### src/bed_pkg.sv
// ----------------------------------------------------------------------------
// Button event detector package
// Shared types, register indexes, reset defaults and ramp constants.
// ----------------------------------------------------------------------------
package bed_pkg;

  localparam int unsigned BTN_COUNT = 4;
  localparam int unsigned BTN_IDX_W = 2;

  // Register indexes of the configuration port.
  typedef enum logic [1:0] {
    REG_REPEAT_MASK = 2'd0,
    REG_POLL        = 2'd1,
    REG_DELAY       = 2'd2,
    REG_LONG        = 2'd3
  } reg_e;

  typedef enum logic [1:0] {
    KIND_PRESS  = 2'd0,
    KIND_CLICK  = 2'd1,
    KIND_REPEAT = 2'd2,
    KIND_LONG   = 2'd3
  } kind_e;

  typedef enum logic [2:0] {
    ST_IDLE,
    ST_POLL,
    ST_EVAL,
    ST_RAMP,
    ST_DIV,
    ST_MOD,
    ST_DRAIN
  } state_e;

  // Status of the remainder unit toward the sequencer.
  typedef struct packed {
    logic done;
    logic zero;
  } mod_st_t;

  localparam logic [3:0]  RST_REPEAT_MASK = 4'd0;
  localparam logic [9:0]  RST_POLL        = 10'd20;
  localparam logic [13:0] RST_DELAY       = 14'd300;
  localparam logic [15:0] RST_LONG        = 16'd1800;

  localparam logic [10:0] RAMP_SPAN    = 11'd2000;
  localparam int unsigned RAMP_STEP    = 200;
  localparam int unsigned RAMP_DIV_MAX = 10;

  // Number of whole ramp steps in d, i.e. d / 200 for d up to 2000.
  function automatic logic [3:0] ramp_div(input logic [10:0] d);
    logic [3:0] cnt;
    cnt = 4'd0;
    for (int k = 1; k <= RAMP_DIV_MAX; k++) begin
      if (d >= 11'(k * RAMP_STEP)) begin
        cnt = cnt + 4'd1;
      end
    end
    return cnt;
  endfunction

endpackage

### src/bed_mod_unit.sv
// ----------------------------------------------------------------------------
// Button event detector remainder unit
// Iterative 32-bit by 4-bit remainder, four dividend bits per cycle.
// ----------------------------------------------------------------------------
module bed_mod_unit (
  input  logic             clk_i,
  input  logic             rst_ni,
  input  logic             start_i,
  input  logic [31:0]      dividend_i,
  input  logic [3:0]       divisor_i,
  output bed_pkg::mod_st_t status_o
);
  import bed_pkg::*;

  localparam int unsigned DIVIDEND_W = 32;
  localparam int unsigned BITS_PER_CYC = 4;
  localparam int unsigned NUM_STEPS = DIVIDEND_W / BITS_PER_CYC;
  localparam int unsigned STEP_W = $clog2(NUM_STEPS);

  logic                  busy_q, busy_d;
  logic [STEP_W-1:0]     step_q, step_d;
  logic [DIVIDEND_W-1:0] shift_q, shift_d;
  logic [3:0]            rem_q, rem_d;
  logic [3:0]            divisor_q;
  logic [4:0]            partial;
  logic [3:0]            rem_nx;

  // Restoring remainder: the partial remainder stays below the divisor.
  always_comb begin
    rem_nx = rem_q;
    partial = 5'd0;
    for (int b = 0; b < BITS_PER_CYC; b++) begin
      partial = {rem_nx, shift_q[DIVIDEND_W-1-b]};
      if (partial >= {1'b0, divisor_q}) begin
        partial = partial - {1'b0, divisor_q};
      end
      rem_nx = partial[3:0];
    end
  end

  always_comb begin
    busy_d  = busy_q;
    step_d  = step_q;
    shift_d = shift_q;
    rem_d   = rem_q;
    if (start_i) begin
      busy_d  = 1'b1;
      step_d  = '0;
      shift_d = dividend_i;
      rem_d   = 4'd0;
    end else if (busy_q) begin
      shift_d = shift_q << BITS_PER_CYC;
      rem_d   = rem_nx;
      step_d  = step_q + 1'b1;
      if (step_q == STEP_W'(NUM_STEPS - 1)) begin
        busy_d = 1'b0;
      end
    end
  end

  assign status_o.done = busy_q && (step_q == STEP_W'(NUM_STEPS - 1));
  assign status_o.zero = (rem_nx == 4'd0);

  always_ff @(posedge clk_i or negedge rst_ni) begin
    if (!rst_ni) begin
      busy_q <= 1'b0;
      step_q <= '0;
    end else begin
      busy_q <= busy_d;
      step_q <= step_d;
    end
  end

  always_ff @(posedge clk_i) begin
    shift_q <= shift_d;
    rem_q   <= rem_d;
    if (start_i) begin
      divisor_q <= divisor_i;
    end
  end

endmodule

### src/button_event_detector.sv
// ----------------------------------------------------------------------------
// Button event detector
// Press, click, long click and accelerating auto-repeat from timed samples.
// ----------------------------------------------------------------------------
//  channel   direction  beat contents
//  s_axis    in         tdata: now_ms[31:0], pin_levels[35:32], press_claims[39:36]
//  m_axis    out        tdata: button_index; tuser: event_kind; tlast: last event
//  cfg       in         write enable, register index, write data
//
// A sample beat is taken only in idle. The poll check comes first, then each button
// is evaluated in turn; a held repeat button also passes the ramp check and, once past
// the delay, the divide step, plus the remainder unit when the ramp divisor is nonzero
// (four dividend bits per cycle).
// Events of a sample are then sent, one beat per cycle while the sink is ready.
// A stalled sink holds the current event; no new sample is taken until all drain.
// Reset clears the control state and pending events; configuration returns to its default values.
module button_event_detector (
  input  logic        clk_i,
  input  logic        rst_ni,
  input  logic        s_axis_tvalid_i,
  output logic        s_axis_tready_o,
  input  logic [39:0] s_axis_tdata_i,   // now_ms, pin_levels, press_claims
  output logic        m_axis_tvalid_o,
  input  logic        m_axis_tready_i,
  output logic [7:0]  m_axis_tdata_o,   // button_index, zero fill
  output logic [1:0]  m_axis_tuser_o,   // event_kind
  output logic        m_axis_tlast_o,
  input  logic        cfg_we_i,
  input  logic [1:0]  cfg_idx_i,
  input  logic [15:0] cfg_wdata_i
);
  import bed_pkg::*;

  localparam int unsigned NB = BTN_COUNT;

  state_e               state_q, state_d;
  logic [BTN_IDX_W-1:0] idx_q, idx_d;

  logic [3:0]  rep_mask_q, rep_mask_d;
  logic [9:0]  poll_q, poll_d;
  logic [13:0] delay_q, delay_d;
  logic [15:0] long_q, long_d;

  logic [NB-1:0] pressed_q, pressed_d;
  logic [31:0]   last_poll_q, last_poll_d;
  logic [31:0]   hold_q, hold_d;
  logic [31:0]   ctr_q, ctr_d;
  logic          handled_q, handled_d;

  logic [NB-1:0] evt_vld_q, evt_vld_d;
  kind_e         evt_kind_q [NB];
  kind_e         evt_kind_d [NB];

  logic [31:0]   now_q;
  logic [NB-1:0] pins_q;
  logic [NB-1:0] claims_q;
  logic [31:0]   elapsed_q, elapsed_d;
  logic [31:0]   excess_q, excess_d;

  logic                 mod_start;
  logic [3:0]           mod_div;
  mod_st_t              mod_st;
  logic [31:0]          elapsed_now;
  logic [32:0]          diff;
  logic [10:0]          ramp_d;
  logic [3:0]           div_now;
  logic [BTN_IDX_W-1:0] sel;
  logic                 btn_was;
  logic                 btn_is;
  logic                 advance;

  bed_mod_unit u_mod (
    .clk_i      (clk_i),
    .rst_ni     (rst_ni),
    .start_i    (mod_start),
    .dividend_i (ctr_q),
    .divisor_i  (mod_div),
    .status_o   (mod_st)
  );

  // Configuration writes.
  always_comb begin
    rep_mask_d = rep_mask_q;
    poll_d     = poll_q;
    delay_d    = delay_q;
    long_d     = long_q;
    if (cfg_we_i) begin
      case (reg_e'(cfg_idx_i))
        REG_REPEAT_MASK: rep_mask_d = cfg_wdata_i[3:0];
        REG_POLL:        poll_d     = cfg_wdata_i[9:0];
        REG_DELAY:       delay_d    = cfg_wdata_i[13:0];
        REG_LONG:        long_d     = cfg_wdata_i;
        default: ;
      endcase
    end
  end

  // Lowest pending event goes out first.
  always_comb begin
    sel = '0;
    for (int k = NB - 1; k >= 0; k--) begin
      if (evt_vld_q[k]) begin
        sel = BTN_IDX_W'(k);
      end
    end
  end

  assign btn_was     = pressed_q[idx_q];
  assign btn_is      = !pins_q[idx_q];
  assign elapsed_now = now_q - hold_q;
  assign diff        = {1'b0, elapsed_q} - {19'd0, delay_q};
  assign ramp_d      = (excess_q >= {21'd0, RAMP_SPAN}) ? 11'd0 : (RAMP_SPAN - excess_q[10:0]);
  assign div_now     = ramp_div(ramp_d);
  assign mod_div     = div_now;

  always_comb begin
    state_d     = state_q;
    idx_d       = idx_q;
    pressed_d   = pressed_q;
    last_poll_d = last_poll_q;
    hold_d      = hold_q;
    ctr_d       = ctr_q;
    handled_d   = handled_q;
    evt_vld_d   = evt_vld_q;
    evt_kind_d  = evt_kind_q;
    elapsed_d   = elapsed_q;
    excess_d    = excess_q;
    mod_start   = 1'b0;
    advance     = 1'b0;

    case (state_q)
      ST_IDLE: begin
        if (s_axis_tvalid_i) begin
          state_d = ST_POLL;
        end
      end
      ST_POLL: begin
        if (now_q > (last_poll_q + {22'd0, poll_q})) begin
          last_poll_d = now_q;
          evt_vld_d   = '0;
          idx_d       = '0;
          state_d     = ST_EVAL;
        end else begin
          state_d = ST_IDLE;
        end
      end
      ST_EVAL: begin
        advance = 1'b1;
        if (btn_is != btn_was) begin
          hold_d = now_q;
          ctr_d  = 32'd0;
          if (btn_is) begin
            pressed_d[idx_q]  = 1'b1;
            handled_d         = claims_q[idx_q];
            evt_vld_d[idx_q]  = 1'b1;
            evt_kind_d[idx_q] = KIND_PRESS;
          end else begin
            pressed_d[idx_q] = 1'b0;
            if (!handled_q) begin
              evt_vld_d[idx_q]  = 1'b1;
              evt_kind_d[idx_q] = KIND_CLICK;
            end
            hold_d    = 32'd0;
            handled_d = 1'b0;
          end
        end else if (btn_is) begin
          if (rep_mask_q[idx_q]) begin
            elapsed_d = elapsed_now;
            advance   = 1'b0;
            state_d   = ST_RAMP;
          end else if (!handled_q && !elapsed_now[31] &&
                       (elapsed_now > {16'd0, long_q})) begin
            hold_d            = 32'd0;
            ctr_d             = 32'd0;
            handled_d         = 1'b1;
            evt_vld_d[idx_q]  = 1'b1;
            evt_kind_d[idx_q] = KIND_LONG;
          end
        end
      end
      ST_RAMP: begin
        // A negative elapsed time never passes the delay.
        if (!elapsed_q[31] && !diff[32] && (diff[31:0] != 32'd0)) begin
          excess_d = diff[31:0];
          state_d  = ST_DIV;
        end else begin
          advance = 1'b1;
        end
      end
      ST_DIV: begin
        if (div_now == 4'd0) begin
          evt_vld_d[idx_q]  = 1'b1;
          evt_kind_d[idx_q] = KIND_REPEAT;
          ctr_d             = ctr_q + 32'd1;
          advance           = 1'b1;
        end else begin
          mod_start = 1'b1;
          state_d   = ST_MOD;
        end
      end
      ST_MOD: begin
        if (mod_st.done) begin
          if (mod_st.zero) begin
            evt_vld_d[idx_q]  = 1'b1;
            evt_kind_d[idx_q] = KIND_REPEAT;
          end
          ctr_d   = ctr_q + 32'd1;
          advance = 1'b1;
        end
      end
      ST_DRAIN: begin
        if (m_axis_tready_i) begin
          evt_vld_d[sel] = 1'b0;
          if (m_axis_tlast_o) begin
            state_d = ST_IDLE;
          end
        end
      end
      default: begin
        state_d = ST_IDLE;
      end
    endcase

    if (advance) begin
      if (idx_q == BTN_IDX_W'(NB - 1)) begin
        state_d = (evt_vld_d != '0) ? ST_DRAIN : ST_IDLE;
      end else begin
        idx_d   = idx_q + 1'b1;
        state_d = ST_EVAL;
      end
    end
  end

  assign s_axis_tready_o = (state_q == ST_IDLE);
  assign m_axis_tvalid_o = (state_q == ST_DRAIN);
  assign m_axis_tdata_o  = {{(8 - BTN_IDX_W){1'b0}}, sel};
  assign m_axis_tuser_o  = evt_kind_q[sel];
  assign m_axis_tlast_o  = ((evt_vld_q & (evt_vld_q - 1'b1)) == '0);

  always_ff @(posedge clk_i or negedge rst_ni) begin
    if (!rst_ni) begin
      state_q     <= ST_IDLE;
      idx_q       <= '0;
      rep_mask_q  <= RST_REPEAT_MASK;
      poll_q      <= RST_POLL;
      delay_q     <= RST_DELAY;
      long_q      <= RST_LONG;
      pressed_q   <= '0;
      last_poll_q <= 32'd0;
      hold_q      <= 32'd0;
      ctr_q       <= 32'd0;
      handled_q   <= 1'b0;
      evt_vld_q   <= '0;
    end else begin
      state_q     <= state_d;
      idx_q       <= idx_d;
      rep_mask_q  <= rep_mask_d;
      poll_q      <= poll_d;
      delay_q     <= delay_d;
      long_q      <= long_d;
      pressed_q   <= pressed_d;
      last_poll_q <= last_poll_d;
      hold_q      <= hold_d;
      ctr_q       <= ctr_d;
      handled_q   <= handled_d;
      evt_vld_q   <= evt_vld_d;
    end
  end

  always_ff @(posedge clk_i) begin
    evt_kind_q <= evt_kind_d;
    elapsed_q  <= elapsed_d;
    excess_q   <= excess_d;
    if (s_axis_tvalid_i && s_axis_tready_o) begin
      now_q    <= s_axis_tdata_i[31:0];
      pins_q   <= s_axis_tdata_i[35:32];
      claims_q <= s_axis_tdata_i[39:36];
    end
  end

  // Every beat offered on the output carries a pending event.
  a_out_has_event: assert property (@(posedge clk_i) disable iff (!rst_ni)
    m_axis_tvalid_o |-> (evt_vld_q != '0))
    else $error("output beat without a pending event");

  // The final beat of a sample returns the block to idle.
  a_last_ends_drain: assert property (@(posedge clk_i) disable iff (!rst_ni)
    (m_axis_tvalid_o && m_axis_tready_i && m_axis_tlast_o) |=> (state_q == ST_IDLE))
    else $error("drain did not end after the last beat");

  // The remainder unit reports completion only while the sequencer waits for it.
  a_mod_done_in_wait: assert property (@(posedge clk_i) disable iff (!rst_ni)
    mod_st.done |-> (state_q == ST_MOD))
    else $error("remainder result outside the wait state");

  // A processed sample always records its time as the last poll time.
  a_poll_recorded: assert property (@(posedge clk_i) disable iff (!rst_ni)
    (state_q == ST_POLL && state_d == ST_EVAL) |=> (last_poll_q == now_q))
    else $error("poll time not recorded");

endmodule
### config.mk
export PLATFORM = sky130hd
export DESIGN_NAME = button_event_detector
export DESIGN_NICKNAME = d
export VERILOG_FILES = /design/src/bed_pkg.sv /design/src/bed_mod_unit.sv /design/src/button_event_detector.sv
export SDC_FILE = /design/constraint.sdc
export NUM_CORES = 1
export LEC_CHECK = 0
export ABC_CLOCK_PERIOD_IN_PS = 15200
export BUFFER_PORTS_ARGS = -buffer_cell sky130_fd_sc_hd__buf_2
export CORE_MARGIN = 10
export CORE_UTILIZATION = 29
export CTS_CLUSTER_SIZE = 10
export DETAILED_ROUTE_END_ITERATION = 10
export PLACE_DENSITY = 0.5
export SLEW_MARGIN = 20
export SYNTH_ARGS = -nofsm -noshare
export SYNTH_HDL_FRONTEND = slang
export SYNTH_SLANG_ARGS = --single-unit
### constraint.sdc
create_clock -name clk_i -period 15.2 [get_ports clk_i]
set_input_delay 3.04 -clock clk_i [delete_from_list [all_inputs] [get_ports clk_i]]
set_output_delay 3.04 -clock clk_i [all_outputs]
set_load 0.01 [all_outputs]
## Yosys cells after proc, flatten, opt, wreduce, memory -nomap -nowiden

Cells that the tools add are included.

| word-level totals | value |
|---|---|
| register bits after elaboration | 310 |
| bits of input ports | 63 |
| output and inout bits | 13 |

| operators by class | value |
|---|---|
| $add $sub $neg | 21 |
| magnitude comparators | 24 |
| equality and inequality tests | 30 |
| muxes and demuxes | 106 |
| bitwise operators | 20 |
| reductions and logical operators | 36 |

Operators with widths:

| cell | number |
|---|---|
| 32-bit two-way mux | 10 |
| 4-bit two-way mux | 25 |
| 32-bit case mux with 3 select lines | 1 |
| 8-bit two-way mux | 9 |
| 11-bit greater-or-equal comparator, second input constant | 5 |
| 3-bit two-way mux | 13 |
| 4-bit by 1-bit adder with 4-bit output, second input constant | 9 |
| 11-bit by 10-bit greater-or-equal comparator with 1-bit output, second input constant | 3 |
| 32-bit by 14-bit subtractor with 33-bit output | 1 |
| 32-bit by 1-bit adder with 32-bit output, second input constant | 1 |
| 32-bit by 10-bit adder with 32-bit output | 1 |
| 32-bit by 11-bit greater-or-equal comparator with 1-bit output, second input constant | 1 |
| 32-bit by 16-bit > comparator with 1-bit output | 1 |
| 32-bit > comparator | 1 |
| 32-bit nonzero test | 1 |
| 32-bit subtractor | 1 |
| 3-bit != test, second input constant | 9 |
| 2-bit two-way mux | 12 |
| 8-bit case mux with 3 select lines | 1 |
| 1-bit two-way mux | 23 |
| 3-bit case mux with 7 select lines | 1 |
| 4-bit bitwise AND | 5 |
| 5-bit by 4-bit greater-or-equal comparator with 1-bit output | 4 |
| 4-bit case mux with 5 select lines | 1 |
| other kinds (47) | 98 |

## Depth between registers and ports, before layout

Gate-level depths: netlist of the first run.

| depth | value |
|---|---|
| depth in word-level cells | 29 |
| gate-level depth with buffers | 49 |

## By module

Synthesis of the first run repeated with hierarchy kept, for this count alone.

| unflattened totals | value |
|---|---|
| cells, all modules | 1971 |
| area, all modules | 19945.4 um^2 |

Modules (own cells, without submodules):

| module | times used | cells an instance | area an instance (um^2) |
|---|---|---|---|
| button_event_detector | 1 | 1745 | 17230.3 |
| bed_mod_unit | 1 | 226 | 2715.1 |

## Worst setup path after synthesis of the first run

OpenSTA, ideal clock, no wires.

| timing path | value |
|---|---|
| path kind | reg-to-reg |
| from | reg excess_q[0] |
| to | reg u_mod.shift_q[0] (enable) |
| library setup time | 0.478 ns |
| data arrival time | 8.500 ns |
| data required time | 14.722 ns |
| setup slack | 6.222 ns |
| stages on the path, launching flop included | 45 |
| period minus slack after synthesis | 8.978 ns |
| path through | edfxtp_1 -> buf_2 -> inv_1 -> ha_1 -> or3b_1 -> clkbuf_1 -> nor4_1 -> a22oi_1 -> and3_1 -> nor2_1 -> nor2_1 -> inv_1 -> ha_1 -> xnor2_1 -> ha_1 -> nor2_1 -> a21boi_0 -> nor2_1 -> [9 not listed] -> nand2_1 -> nand2_1 -> ha_1 -> and3_1 -> a31oi_1 -> o22ai_2 -> ha_1 -> inv_1 -> o211ai_1 -> a21boi_0 -> xnor3_2 -> xnor2_1 -> o32a_1 -> and3b_1 -> mux2i_4 -> nand2_4 -> clkbuf_1 -> nand2_1 |

| on the way | value |
|---|---|
| word-level cells in the longest chain between the ends | 26 |
| elaborated cells on any way between the ends | 36 |
| those cells by class | 10 x add/sub; 11 x order compare; 13 x mux; 2 x reduce/logical |

Ends and longest elaborated chain:

| element | line | text |
|---|---|---|
| start: declaration | button_event_detector.sv:58 | `logic [31:0] excess_q, excess_d;` |
| start signal: assignment | button_event_detector.sv:273 | `excess_q <= excess_d;` |
| 32-bit by 11-bit greater-or-equal comparator with 1-bit output / 11-bit subtractor (equally long branches) | button_event_detector.sv:112 | `assign ramp_d = (excess_q >= {21'd0, RAMP_SPAN}) ? 11'd0 : (RAMP_SPAN - excess_q[10:0]);` |
| 11-bit two-way mux * | button_event_detector.sv:112 |  |
| 11-bit by 8-bit greater-or-equal comparator with 1-bit output | bed_pkg.sv:55 | `if (d >= 11'(k * RAMP_STEP)) begin` |
| 1-bit two-way mux | bed_pkg.sv:55 |  |
| 4-bit by 1-bit adder with 4-bit output | bed_pkg.sv:56 | `cnt = cnt + 4'd1;` |
| 4-bit two-way mux | bed_pkg.sv:55 |  |
| 4-bit by 1-bit adder with 4-bit output | bed_pkg.sv:56 |  |
| 4-bit two-way mux | bed_pkg.sv:55 |  |
| [10 not listed] | - |  |
| 4-bit by 1-bit adder with 4-bit output | bed_pkg.sv:56 |  |
| 4-bit two-way mux | bed_pkg.sv:55 |  |
| 4-bit by 1-bit adder with 4-bit output | bed_pkg.sv:56 |  |
| 4-bit two-way mux * | bed_pkg.sv:55 |  |
| 4-bit zero test * | button_event_detector.sv:191 | `if (div_now == 4'd0) begin` |
| 1-bit two-way mux * | button_event_detector.sv:191 |  |
| 1-bit two-way mux * | button_event_detector.sv:131 | `case (state_q)` |
| 2-bit nonzero test (no source line) * | - |  |
| end signal: assignment | bed_mod_unit.sv:75 | `shift_q <= shift_d;` |
| end: declaration | bed_mod_unit.sv:22 | `logic [DIVIDEND_W-1:0] shift_q, shift_d;` |

Mark *: on every way between the ends. The rest lies on a longest branch, timed or not.
A chain may end at the register's enable or synchronous reset.

==> summary.txt, run 1 <==
Outcome
  – Status: finished, final reports clean

Floorplan
  – Io pins: 76
  – Initial core utilization: 0.294
  – Die width: 284 µm
  – Die area: 80,900 µm²
  – Die H: 284 µm
  – Row count: 96
  – Core area: 68,900 µm²

STA
  – Final period util: 0.677
  – Measured slew at the worst slew-check pin: 1.01 ns
  – Hold Slack: 0.474 ns
  – Fin. max-slew vios: 0
  – Final Critical Period: 10.30 ns
  – F_max: 97.1 MHz
  – Final hold violations: 0
  – Final setup vio count: 0
  – Max_slew headroom: 0.324
  – Max Clock Skew: 0.0251 ns
  – Setup TNS: 0 ns
  – Unrepaired setup endpoints after global routing: no

Clock tree
  – Clk sinks: 310
  – CTS clk-pin slew, worst paths: 0.06 ns
  – Post-CTS Setup Bufs: 0
  – Clock root buffer: clkbuf_16
  – Post_cts resized: 0
  – Worst-case clock buffer depth: 3
  – H-tree levels: 2
  – Hold_buf cts: 0
  – CTS tree: yes
  – Worst-Skew Late Latency: 0.56 ns
  – Num CTS Buffers: 40

Critical path
  – CP required: 15.45 ns
  – CP startpoint kind: flip-flop
  – Worst path most repeated cell: ha_1
  – WP data arrival: 10.55 ns
  – Crit Path Class: flip-flop to flip-flop
  – Slowest cell on crit path: nor3_2
  – Buffers & Inverters on Critical Path: 4
  – Max Fanout on Critical Path: 57
  – Crit end category: flip-flop
  – Worst stage delay on the critical path: 0.57 ns
  – Top Family by Delay on Critical Path: simple AND/OR/NAND/NOR gates

Yosys
  – Seq/Total Area, Yosys: 0.419
  – EDFF count, synth: 148
  – Xor-xnor portion of the synthesized cell area: 0.0552
  – Distinct cells, synth: 105
  – Main combinational cell family by area after synthesis: simple AND/OR/NAND/NOR gates
  – Mux contribution to synthesized area: 0.0577
  – Async SR Flop Fraction: 0.510
  – Predominant post-synthesis flop cell: edfxtp_1
  – Compound-cell area share of the yosys netlist: 0.138
  – Syn Area/Cell: 9.61 µm²
  – Simple-gate share of the synthesized area: 0.193
  – Flops & latches, synth: 310
  – Synth Cell Area: 20,300 µm²
  – Adder-cell share of the synthesized area: 0.0926
  – Synth warnings: 0
  – Gate Count Post-Synth: 2,110

Placement
  – # placed instances: 3,045
  – Port Buffers: 69
  – Area after DPL: 21,500 µm²
  – Post-DP HPWL: 38,600 µm
  – Final Wtd Congestion: 0.858

Worst hold path
  – Hold Path Class: flip-flop to flip-flop

Finish
  – Commonest non-fill, non-tap cell in the layout: nand2_1
  – Area grow syn2layout: 12.0%
  – Layout cells sized above 1: 0.114
  – Final cell count without fillers: 3,120
  – Nets: 2,364
  – Highest-count cells in the layout ignoring fill and taps: nand2_1 (358), edfxtp_1 (148), dfrtp_1 (148)
  – Post-route cell area: 22,700 µm²

Power and ir drop
  – Tot Pwr: 3.58 mW
  – Worst vdd ir: 0.0910 mV
  – Power Dens Cells: 158 nW/µm²
  – Static leakage: 9.49 nW

Flow run
  – Number of max-cap violations: 0

GRT
  – Global Route Usage Sum: 0.124
  – First-pass GRT wire length: 83,000 µm
  – Grt total ovfl: 0
  – Vias in the first global route: 15,300
  – Largest net degree at the start of global routing: 101
  – Initial antenna violation count: 1

Detailed routing
  – DRC errors left: 0
  – Initial DRC count: 760
  – Drt total wl: 50,800 µm
  – Drt pass-1 iters: 5
  – DR vias: 15,300
  – Final antenna-violating net count: 0
  – Drt via density: 4.89
  – WL/cell: 16.3 µm
synthesized netlist by cell type, types with 40 or more instances:
cell type    n  area (µm²)
nor2_1     112         420
xnor2_1     63         552
xor2_1      47         412
clkbuf_1    54         203
mux2_2      54         608
a21o_1      52         390
a21oi_1     92         460
nand4_1     46         288
o21ai_0    102         510
ha_1       138        1730
dfrtp_1    148        3700
nand2b_1    40         250
inv_1      134         503
nand2_1    358        1340
edfxtp_1   148        4440
nand3_1     43         215
metal layers:
metal,up-vias,GRT usage,share of wire
met3,75,0.0170,0.030
met5,-,0,0
met2,258,0.211,0.48
li1,7619,-,-
met1,7314,0.157,0.46
met4,0,0.0435,0.031
final cells by class:
class,instances,area [µm²]
antenna,1,2.50
clock buffer,64,1100
clock inverter,10,91.3
fill,7132,46200
inverter,136,513
multi-input combinational,1589,10900
sequential,310,8490
tap,931,1160
timing repair buffer,79,427
through the flow:
step / util / worst slack [ns]
after global placement: 0.312 / 5.23
after global routing: 0.329 / 4.15
after CTS: 0.329 / 5.05
after detailed placement: 0.312 / 5.06
final: 0.329 / 4.90
after floorplan: - / 6.22
power by group:
part           total, mW  switching, mW  leakage, nW  internal [mW]
Combinational       1.48          0.909         5.54          0.572
Sequential          1.24          0.149         3.38           1.09
Clock              0.865          0.365        0.573          0.500
worst reg2reg max path: cells and delay by family (launching register included):
kind	cells	cell delay, ns
muxes	2	0.35
buffers and inverters	4	0.58
adders and majority gates	8	2.19
and+or+nand+nor	17	3.46
AOI/OAI and AO/OA	9	1.99
xor gates and xnor gates	3	0.94
DFF	1	0.51
path summary, 6_finish.rpt:
kind	from	depth (start not counted)	slack (ns)	end
hold reg to reg	hold_q[20]$_DFFE_PN0P_	2	0.47	hold_q[20]$_DFFE_PN0P_
hold / removal	hold_q[20]$_DFFE_PN0P_	2	0.47	hold_q[20]$_DFFE_PN0P_
min in group asynchronous	rst_ni	1	2.59	last_poll_q[4]$_DFFE_PN0P_
setup / recovery	excess_q[0]$_DFFE_PP_	43	4.90	flip-flop
max in group asynchronous	rst_ni	2	11.19	ctr_q[17]$_DFFE_PN0P_
setup reg to reg	excess_q[0]$_DFFE_PP_	43	4.90	flip-flop
sequential cells by signal (all words and copies together), names as in the netlist, 10 cells and up, named ones only:
signal / cells
delay_q: 14
elapsed_q: 32
poll_q: 10
last_poll_q: 32
long_q: 16
hold_q: 32
now_q: 32
u_mod.shift_q: 32
excess_q: 32
ctr_q: 32
cell families after synthesis:
group                    count (synthesis)
AND/OR/NAND/NOR                        798
AO/OA/AOI/OAI                          422
flip-flops                             310
buffers and inverters                  216
adder cells (fa/ha/maj)                146
XOR/XNOR                               117
multiplexers                           100
other                                    1
Note: power is estimated with default switching activity, not from simulation.
==> run 2, diff against run 1 <==
- ABC_CLOCK_PERIOD_IN_PS: 15200 -> 10650
- clock period: 15.2 -> 10.65 ns (I/O delays scaled with it)
==> run 2 against run 1 <==
Combinational power rose by 43%. Sequential cell count did not move. Global-route usage barely moved. Utilization up 0.14 points. Clock-buffer cell count is 1 higher. Cell area rose by 0.41%. Critical path depth rose by 1. Sequential power grew 42%. Register-to-register slack worse by 4.0 ns.
==> summary.txt, run 2 (synthesis gave the netlist of run 1 again) <==
Floorplan
  – Die width: 284 µm (unchanged)
  – Core area: 68,900 µm² (unchanged)
  – Initial core utilization: 0.294 (unchanged)
  – Die area: 80,900 µm² (unchanged)
  – Row count: 96 (unchanged)
  – Io pins: 76 (unchanged)
  – Die H: 284 µm (unchanged)

Power and ir drop
  – Static leakage: 9.57 nW (+0.88%)
  – Clock Power Share: 0.248 (+0.007)
  – Worst vdd ir: 0.148 mV (+62%)
  – Int Pwr: 3.14 mW (+45%)
  – Switching fraction of total power: 0.391 (-0.00572)
  – Power Dens Cells: 226 nW/µm² (+43%)
  – Sequential fraction of design power: 0.341 (-0.004)
  – Tot Pwr: 5.16 mW (+44%)
  – Sw Pwr: 2.02 mW (+42%)
  – Comb power frac: 0.411 (-0.002)

Detailed routing
  – WL/cell: 16.2 µm (-0.81%)
  – Drt total wl: 50,500 µm (-0.65%)
  – DR vias: 15,300 (+0.085%)
  – Final antenna-violating net count: 0 (unchanged)
  – Drt via density: 4.89 (about the same)
  – Initial DRC count: 834 (+9.7%)
  – DRC errors left: 0 (unchanged)
  – Drt pass-1 iters: 5 (unchanged)

STA
  – Final Critical Period: 9.76 ns (-0.540 ns)
  – Unrepaired setup endpoints after global routing: no
  – Final hold violations: 0 (unchanged)
  – Final setup vio count: 0 (unchanged)
  – Max_slew headroom: 0.310 (-0.0147)
  – Fin. max-slew vios: 0 (unchanged)
  – Max Clock Skew: 0.0225 ns (-0.00260 ns)
  – F_max: 102 MHz (+5.5%)
  – Measured slew at the worst slew-check pin: 1.04 ns (+0.0220 ns)
  – Setup TNS: 0 ns (unchanged)
  – Final period util: 0.916 (+0.239)

Critical path
  – CP startpoint kind: flip-flop
  – Crit end category: flip-flop
  – Worst path most repeated cell: ha_1
  – Crit Path Class: flip-flop to flip-flop
  – Max Fanout on Critical Path: 36 (-37%)
  – CP required: 11.13 ns (-4.32 ns)
  – Slowest cell on crit path: edfxtp_1
  – WP data arrival: 10.24 ns (-0.31 ns)
  – Worst stage delay on the critical path: 0.52 ns (-0.05 ns)

Clock tree
  – H-tree levels: 2 (unchanged)
  – Clk sinks: 310 (unchanged)
  – Hold_buf cts: 0 (unchanged)
  – CTS clk-pin slew, worst paths: 0.05 ns (about the same)
  – Num CTS Buffers: 40 (unchanged)
  – CTS tree: yes
  – Clock root buffer: clkbuf_16
  – Worst-case clock buffer depth: 3 (unchanged)
  – Worst-Skew Late Latency: 0.56 ns (about the same)
  – Post-CTS Setup Bufs: 0 (unchanged)

Finish
  – Final Core Density: 0.331 (+0.00136)
  – Area grow syn2layout: 12.5%
  – Commonest non-fill, non-tap cell in the layout: nand2_1
  – # fillers: 7,028 (-1.5%)
  – Layout cells sized above 1: 0.117 (+0.00293)
  – Highest-count cells in the layout ignoring fill and taps: nand2_1 (358), edfxtp_1 (148), dfrtp_1 (148)
  – Nets: 2,370 (+0.25%)

GRT
  – Grt total ovfl: 0 (unchanged)
  – Vias in the first global route: 15,500 (+1.3%)
  – First-pass GRT wire length: 82,700 µm (-0.36%)
  – Largest net degree at the start of global routing: 97 (-4.0%)
  – Initial antenna violation count: 1 (unchanged)
  – Global Route Usage Sum: 0.123 (-0.000365)

Flow run
  – Number of max-cap violations: 0 (unchanged)

Worst hold path
  – Hold Path Class: flip-flop to flip-flop

Placement
  – Port Buffers: 69 (unchanged)
  – Post-DP HPWL: 38,600 µm (-0.10%)
  – Final Wtd Congestion: 0.849 (-1.0%)

Outcome
  – Status: finished, final reports clean
==> run 2: worst max-delay path: cells and delay by family, from the launching register on <==
kind	cells	cell delay, ns
multiplexers	2	0.32
flip-flops	1	0.52
buffers and inverters	5	0.66
adder cells (fa/ha/maj)	8	2.24
XOR/XNOR	3	0.97
AND/OR/NAND/NOR	17	3.11
AO/OA/AOI/OAI	9	1.86
==> run 2: worst paths after layout <==
kind / startpoint / to / slack (ns) / depth (start not counted)
hold reg to reg: hold_q[23]$_DFFE_PN0P_ / hold_q[23]$_DFFE_PN0P_ / 0.48 / 2
max in group asynchronous: rst_ni / ctr_q[19]$_DFFE_PN0P_ / 7.51 / 2
hold / removal: hold_q[23]$_DFFE_PN0P_ / hold_q[23]$_DFFE_PN0P_ / 0.48 / 2
setup / recovery: excess_q[0]$_DFFE_PP_ / ctr_q[31]$_DFFE_PN0P_ / 0.89 / 44
setup reg to reg: excess_q[0]$_DFFE_PP_ / ctr_q[31]$_DFFE_PN0P_ / 0.89 / 44
min in group asynchronous: rst_ni / last_poll_q[4]$_DFFE_PN0P_ / 1.68 / 1
==> run 2: cell type report <==
class,instances,area (µm²),share of cell area
Tap cell,931,1160,0.0511
Timing Repair Buffer,85,472,0.0207
Antenna cell,1,2.50,0.000110
Clock buffer,65,1150,0.0506
Inverter,136,513,0.0225
Multi-Input combinational cell,1589,10900,0.479
Sequential cell,310,8490,0.372
Clock inverter,8,81.3,0.00357
==> run 2: timing repair <==
item,CTS,global route
hold endpoints to repair,0,0
setup endpoints to repair,0,4
resized for setup,0,1
==> run 2: power groups by stage <==
stage / clock [mW] / combinational, mW / sequential (mW)
after CTS: 1.32 / 2.14 / 1.76
final: 1.28 / 2.12 / 1.76
after floorplan: 0 / 1.62 / 1.69
after detailed placement: 0 / 2.13 / 1.79
after global placement: 0 / 2.10 / 1.78
after global routing: 1.38 / 2.43 / 1.79
==> run 2: metal layers <==
| layer | GRT usage | share of wire |
|---|---|---|
| met2 | 0.215 | 0.49 |
| met1 | 0.155 | 0.46 |
| met4 | 0.0368 | 0.021 |
| met5 | 0 | 0 |
| met3 | 0.0166 | 0.034 |
==> run 2: through the flow <==
stage / setup slack (ns) / cell area, µm² / cells / hold WS [ns]
2_1_floorplan: 1.67 / 20300 / 2115 / 0.450
3_3_place_gp: 1.14 / 21600 / 3051 / 0.463
3_5_place_dp: 0.932 / 21600 / 3051 / 0.469
4_1_cts: 0.892 / 22800 / 3124 / 0.482
5_1_grt: 0.0188 / 22800 / 3124 / 0.500
6_report: 0.893 / 22800 / 3125 / 0.477
